`config.mk`:
```
export PLATFORM = sky130hd
export DESIGN_NAME = tcw_seq
export DESIGN_NICKNAME = d
export VERILOG_FILES = /design/src/rtl/core/tcw_pkg.sv /design/src/rtl/core/tcw_seq.sv
export SDC_FILE = /design/constraint.sdc
export NUM_CORES = 1
export LEC_CHECK = 0
export ABC_AREA = 1
export BUFFER_PORTS_ARGS = -buffer_cell sky130_fd_sc_hd__buf_2
export CORE_UTILIZATION = 41
export CTS_BUF_LIST = sky130_fd_sc_hd__clkbuf_2
export CTS_CLUSTER_SIZE = 28
export DETAILED_ROUTE_END_ITERATION = 16
export GPL_ROUTABILITY_DRIVEN = 0
export GPL_TIMING_DRIVEN = 0
export PLACE_DENSITY_LB_ADDON = 0.15
export RECOVER_POWER = 100
export SYNTH_ARGS = -nofsm -noshare
export SYNTH_HDL_FRONTEND = slang
export SYNTH_SLANG_ARGS = --single-unit
```
`constraint.sdc`:
```
create_clock -name clk -period 3 [get_ports clk]
set_input_delay 0.45 -clock clk [delete_from_list [all_inputs] [get_ports clk]]
set_output_delay 0.45 -clock clk [all_outputs]
set_load 0.05 [all_outputs]
```
`src/rtl/core/tcw_pkg.sv`:
```
// Types, constants and the control-store microprogram of the text console writer.
package tcw_pkg;

    localparam int COLUMNS    = 80;
    localparam int LINES      = 25;
    localparam int CELL_COUNT = COLUMNS * LINES;

    localparam int ADDR_W = $clog2(CELL_COUNT);
    localparam int CNT_W  = $clog2(CELL_COUNT + 1);
    localparam int COL_W  = $clog2(COLUMNS + 1);
    localparam int ROW_W  = (LINES > 1) ? $clog2(LINES) : 1;
    localparam int CELL_W = 16;
    localparam int STEP_W = 5;

    localparam logic [7:0]        SPACE_CODE   = 8'h20;
    localparam logic [7:0]        NEWLINE_CODE = 8'h0A;
    localparam logic [7:0]        ATTR_RESET   = 8'h0F;
    localparam logic [CELL_W-1:0] BLANK_CELL   = {ATTR_RESET, SPACE_CODE};

    typedef enum logic [1:0] {
        CMD_PUT   = 2'd0,
        CMD_READ  = 2'd1,
        CMD_CLEAR = 2'd2
    } cmd_t;

    typedef struct packed {
        logic [1:0]  cmd;
        logic [7:0]  char_code;
        logic [10:0] cell_index;
    } in_word_t;

    typedef struct packed {
        logic [7:0] cell_char;
        logic [7:0] cell_attr;
        logic [4:0] cursor_line;
        logic [6:0] cursor_pos;
        logic       did_scroll;
    } out_word_t;

    typedef logic [STEP_W-1:0] step_t;

    // jump conditions: branch to target when true, else fall through
    typedef enum logic [3:0] {
        J_NEXT,
        J_ALWAYS,
        J_NO_ACCEPT,
        J_PUT,
        J_READ,
        J_CLEAR,
        J_NEWLINE,
        J_COL_NOT_END,
        J_ROW_LAST,
        J_COPY_MORE,
        J_FILL_MORE,
        J_OUT_BUSY
    } jmp_t;

    typedef enum logic [1:0] {
        WR_NONE,
        WR_CHAR,
        WR_COPY,
        WR_BLANK
    } wr_op_t;

    typedef enum logic [1:0] {
        RD_NONE,
        RD_SHIFT,
        RD_SHIFT_NEXT,
        RD_INDEX
    } rd_op_t;

    typedef enum logic [1:0] {
        CNT_HOLD,
        CNT_CLR,
        CNT_INC
    } cnt_op_t;

    typedef enum logic [1:0] {
        CUR_HOLD,
        CUR_COL_INC,
        CUR_COL_ZERO,
        CUR_ROW_INC
    } cur_op_t;

    typedef struct packed {
        jmp_t    jmp;
        step_t   target;
        wr_op_t  wr;
        rd_op_t  rd;
        cnt_op_t cnt;
        cur_op_t cur;
        logic    idle;
        logic    set_scroll;
        logic    cap_read;
        logic    emit;
    } ctl_t;

    typedef struct packed {
        logic accept;
        logic cmd_put;
        logic cmd_read;
        logic cmd_clear;
        logic newline;
        logic col_not_end;
        logic row_last;
        logic copy_more;
        logic fill_more;
        logic out_busy;
    } status_t;

    // program entry points
    localparam step_t S_INIT   = 5'd0;
    localparam step_t S_IDLE   = 5'd1;
    localparam step_t S_DISP   = 5'd2;
    localparam step_t S_PUT    = 5'd6;
    localparam step_t S_NL     = 5'd9;
    localparam step_t S_SCROLL = 5'd11;
    localparam step_t S_COPY   = 5'd12;
    localparam step_t S_BLANK  = 5'd13;
    localparam step_t S_READ   = 5'd15;
    localparam step_t S_CLEAR  = 5'd17;
    localparam step_t S_EMIT   = 5'd18;

    function automatic ctl_t ucode(input step_t step);
        ctl_t c;
        c = '0;
        case (step)
            5'd0:  begin c.wr = WR_BLANK; c.cnt = CNT_INC;
                         c.jmp = J_FILL_MORE; c.target = S_INIT; end
            5'd1:  begin c.idle = 1'b1; c.cnt = CNT_CLR;
                         c.jmp = J_NO_ACCEPT; c.target = S_IDLE; end
            5'd2:  begin c.jmp = J_PUT;    c.target = S_PUT;   end
            5'd3:  begin c.jmp = J_READ;   c.target = S_READ;  end
            5'd4:  begin c.jmp = J_CLEAR;  c.target = S_CLEAR; end
            5'd5:  begin c.jmp = J_ALWAYS; c.target = S_EMIT;  end
            5'd6:  begin c.jmp = J_NEWLINE; c.target = S_NL;   end
            5'd7:  begin c.wr = WR_CHAR; c.cur = CUR_COL_INC;  end
            5'd8:  begin c.jmp = J_COL_NOT_END; c.target = S_EMIT; end
            5'd9:  begin c.cur = CUR_COL_ZERO;
                         c.jmp = J_ROW_LAST; c.target = S_SCROLL; end
            5'd10: begin c.cur = CUR_ROW_INC;
                         c.jmp = J_ALWAYS; c.target = S_EMIT; end
            5'd11: begin c.rd = RD_SHIFT; c.set_scroll = 1'b1; end
            5'd12: begin c.wr = WR_COPY; c.rd = RD_SHIFT_NEXT; c.cnt = CNT_INC;
                         c.jmp = J_COPY_MORE; c.target = S_COPY; end
            5'd13: begin c.wr = WR_BLANK; c.cnt = CNT_INC;
                         c.jmp = J_FILL_MORE; c.target = S_BLANK; end
            5'd14: begin c.jmp = J_ALWAYS; c.target = S_EMIT; end
            5'd15: begin c.rd = RD_INDEX; end
            5'd16: begin c.cap_read = 1'b1;
                         c.jmp = J_ALWAYS; c.target = S_EMIT; end
            5'd17: begin c.wr = WR_BLANK; c.cnt = CNT_INC;
                         c.jmp = J_FILL_MORE; c.target = S_CLEAR; end
            5'd18: begin c.emit = 1'b1;
                         c.jmp = J_OUT_BUSY; c.target = S_EMIT; end
            5'd19: begin c.jmp = J_ALWAYS; c.target = S_IDLE; end
            default: begin c.jmp = J_ALWAYS; c.target = S_IDLE; end
        endcase
        return c;
    endfunction

endpackage

```
`src/rtl/core/tcw_seq.sv`:
```
// Microcode sequencer: step counter, control store and branch logic.
module tcw_seq
    import tcw_pkg::*;
(
    input  logic    clk,
    input  logic    rst_n,
    input  status_t status,
    output ctl_t    ctl
);

    step_t pc_reg;
    step_t pc_next;
    logic  take;

    assign ctl = ucode(pc_reg);

    always_comb
    begin
        case (ctl.jmp)
            J_NEXT:        take = 1'b0;
            J_ALWAYS:      take = 1'b1;
            J_NO_ACCEPT:   take = !status.accept;
            J_PUT:         take = status.cmd_put;
            J_READ:        take = status.cmd_read;
            J_CLEAR:       take = status.cmd_clear;
            J_NEWLINE:     take = status.newline;
            J_COL_NOT_END: take = status.col_not_end;
            J_ROW_LAST:    take = status.row_last;
            J_COPY_MORE:   take = status.copy_more;
            J_FILL_MORE:   take = status.fill_more;
            J_OUT_BUSY:    take = status.out_busy;
            default:       take = 1'b0;
        endcase
        pc_next = take ? ctl.target : pc_reg + step_t'(1);
    end

    always_ff @(posedge clk or negedge rst_n)
    begin
        if (!rst_n)
        begin
            pc_reg <= S_INIT;
        end
        else
        begin
            pc_reg <= pc_next;
        end
    end

endmodule
```
==> results.json <==
{
  "status": "complete, no violations",
  "tightest_slew_ps": 605,
  "drt_pass1_iterations": 4,
  "whs_ps": 72.4,
  "rows": 17,
  "core_um2": 2190,
  "grt_setup_unrepaired": "false",
  "ys_warn_count": 0,
  "path_class": "register to primary output",
  "cap_violations": 0,
  "cts_buffer_depth": 2,
  "die_h_um": 50.2,
  "die_w_um": 50.2,
  "htree_levels": 1,
  "grt_pass1_wl_um": 3980,
  "fin_nets": 219,
  "place_inst": 222,
  "hpwl_um": 2020,
  "min_period_ps": 2640,
  "post-route-period-util": 0.880,
  "critPathArrivalTime_ps": 2190,
  "critPathMaxFanout": 5,
  "antenna_found_initial": 0,
  "wl_um": 2370,
  "cp-end-kind": "primary output",
  "drive_gt1_frac": 0.222,
  "synth_seq_cells": 5,
  "syn_inst": 162,
  "start_util": 0.435,
  "syn_area_per_cell_um2": 5.88,
  "ys_types": 22,
  "tns_ps": 0,
  "clockRootBuffer": "clkbuf_2",
  "clock_latency_ps": 210,
  "area_delta_synth_final_pct": 17.9,
  "synth.net_count": 182,
  "finalHoldViolations": 0,
  "final_cells": 226,
  "drv_slew": 0,
  "postCtsSetupRepairBufs": 0,
  "antenna_cells": 0,
  "vias_per_cell": 4.86,
  "port-buffer-count": 32,
  "drtIter0Drc": 15,
  "drc": 0,
  "clock_sinks": 5,
  "grt_usage": 0.205,
  "cts-hold-fix-buffers": 0,
  "grt_max_degree": 9,
  "grt_pass1_vias": 976,
  "hold_class": "input pin to asynchronous set/reset pin",
  "slew_headroom": 0.598,
  "setup_viol": 0,
  "syn_area_um2": 952,
  "grt.overflow.total": 0,
  "dr_total_vias": 1098,
  "cts_tree": "yes",
  "start_kind": "register",
  "finalClockSkew_ps": 1.47,
  "worstPathRequired_ps": 2550,
  "wl_per_cell_um": 10.5,
  "nFillCells": 245,
  "ant_nets": 0,
  "cts_buffers": 3,
  "ios": 33,
  "ys_seq_area_frac": 0.131,
  "cts_resized": 0,
  "die-area_um2": 2520,
  "cts.reportedPaths.clkPinSlew_ps": 50,
  "rrSetupSlack_ps": 530,
  "fmax_ghz": 0.379,
  "largest_reg_flops": 5
}
==> placed cells by master (no fill, tap or decap) <==
cell type  synthesis  routed
nand2_1           44      45
nand3_1           22      23
inv_1             22      22
nor2_1            21      21
clkbuf_1           0      20
buf_2              0      11
nand2_2            9       9
ha_1               8       8
inv_2              7       7
clkbuf_2           0       5
dfrtp_1            5       5
nor2_2             4       4
nand4_1            3       3
nor2_4             2       2
o21ai_2            2       2
xor2_1             2       2
nor3_1             1       1
nand3_4            2       1
a21oi_1            1       1
nand3_2            1       1
o2111ai_1          1       1
nand2_4            2       1
nand3b_1           1       1
o21ai_0            1       1
buf_4              1       1
==> cell families (layout without fill, tap and decap cells) <==
family / Yosys count / in the layout / share of synthesized area
XOR/XNOR: 2 / 2 / 0.0184
AO/OA/AOI/OAI: 5 / 5 / 0.0381
buffers and inverters: 30 / 66 / 0.122
adder cells (fa/ha/maj): 8 / 8 / 0.105
flip-flops: 5 / 5 / 0.131
AND/OR/NAND/NOR: 112 / 112 / 0.585
==> worst paths after layout <==
kind                            cells past startpoint  startpoint   endpoint
worst max-delay path                                9   pc_reg[0]    ctl[20]
worst min-delay path                                1       rst_n  pc_reg[4]
worst max register to register                     14   pc_reg[0]  pc_reg[2]
worst min register to register                      3   pc_reg[0]  pc_reg[0]
max in group asynchronous                           1       rst_n  pc_reg[3]
min in group clk                                    3   pc_reg[0]  pc_reg[0]
==> per-layer routing <==
metal	track usage	routed length, um
met1	0.270	1160
met2	0.320	1090
met5	0	0
met4	0.124	43
met3	0.0212	79
==> worst max-delay path, stage by stage, from the launching register on <==
cell	delay, ps
dfrtp_1	410
inv_1	110
ha_1	220
inv_1	50
nor2_1	190
nand2_1	190
nand3_1	150
nor3_1	100
inv_1	90
clkbuf_1	470
==> stage by stage <==
stage | utilization | worst slack (ps) | cell area, um2
2_1_floorplan | - | 203 | 952
3_3_place_gp | 0.524 | 630 | 1150
3_5_place_dp | 0.524 | 612 | 1150
4_1_cts | 0.533 | 359 | 1170
5_1_grt | 0.512 | 202 | 1120
6_report | 0.512 | 361 | 1120
==> area by class of cell <==
| cell class | count | area [um2] | share of cell area |
|---|---|---|---|
| clock buffer | 4 | 20.0 | 0.0178 |
| inverter | 29 | 109 | 0.0970 |
| multi-input combinational | 127 | 691 | 0.615 |
| timing repair buffer | 32 | 135 | 0.120 |
| tap | 28 | 35.0 | 0.0312 |
| buffer | 1 | 7.51 | 0.00669 |
| sequential | 5 | 125 | 0.111 |
==> synth_stat cells <==
cell | number | area, um2
nand2_2 | 9 | 56.3
xor2_1 | 2 | 17.5
nor2_4 | 2 | 22.5
o21ai_0 | 1 | 5.00
o2111ai_1 | 1 | 8.76
nand3_4 | 2 | 35.0
nand2_4 | 2 | 22.5
nor2_2 | 4 | 25.0
ha_1 | 8 | 100
nor3_1 | 1 | 5.00
nand4_1 | 3 | 18.8
nand3_1 | 22 | 110
nor2_1 | 21 | 78.8
nand3_2 | 1 | 10.0
inv_1 | 22 | 82.6
buf_4 | 1 | 7.51
o21ai_2 | 2 | 17.5
a21oi_1 | 1 | 5.00
nand2_1 | 44 | 165
dfrtp_1 | 5 | 125
nand3b_1 | 1 | 7.51
inv_2 | 7 | 26.3
Power is left out: the tool's default activity adds up to more than one toggle a clock period on the data nets, which glitch-free logic cannot reach.
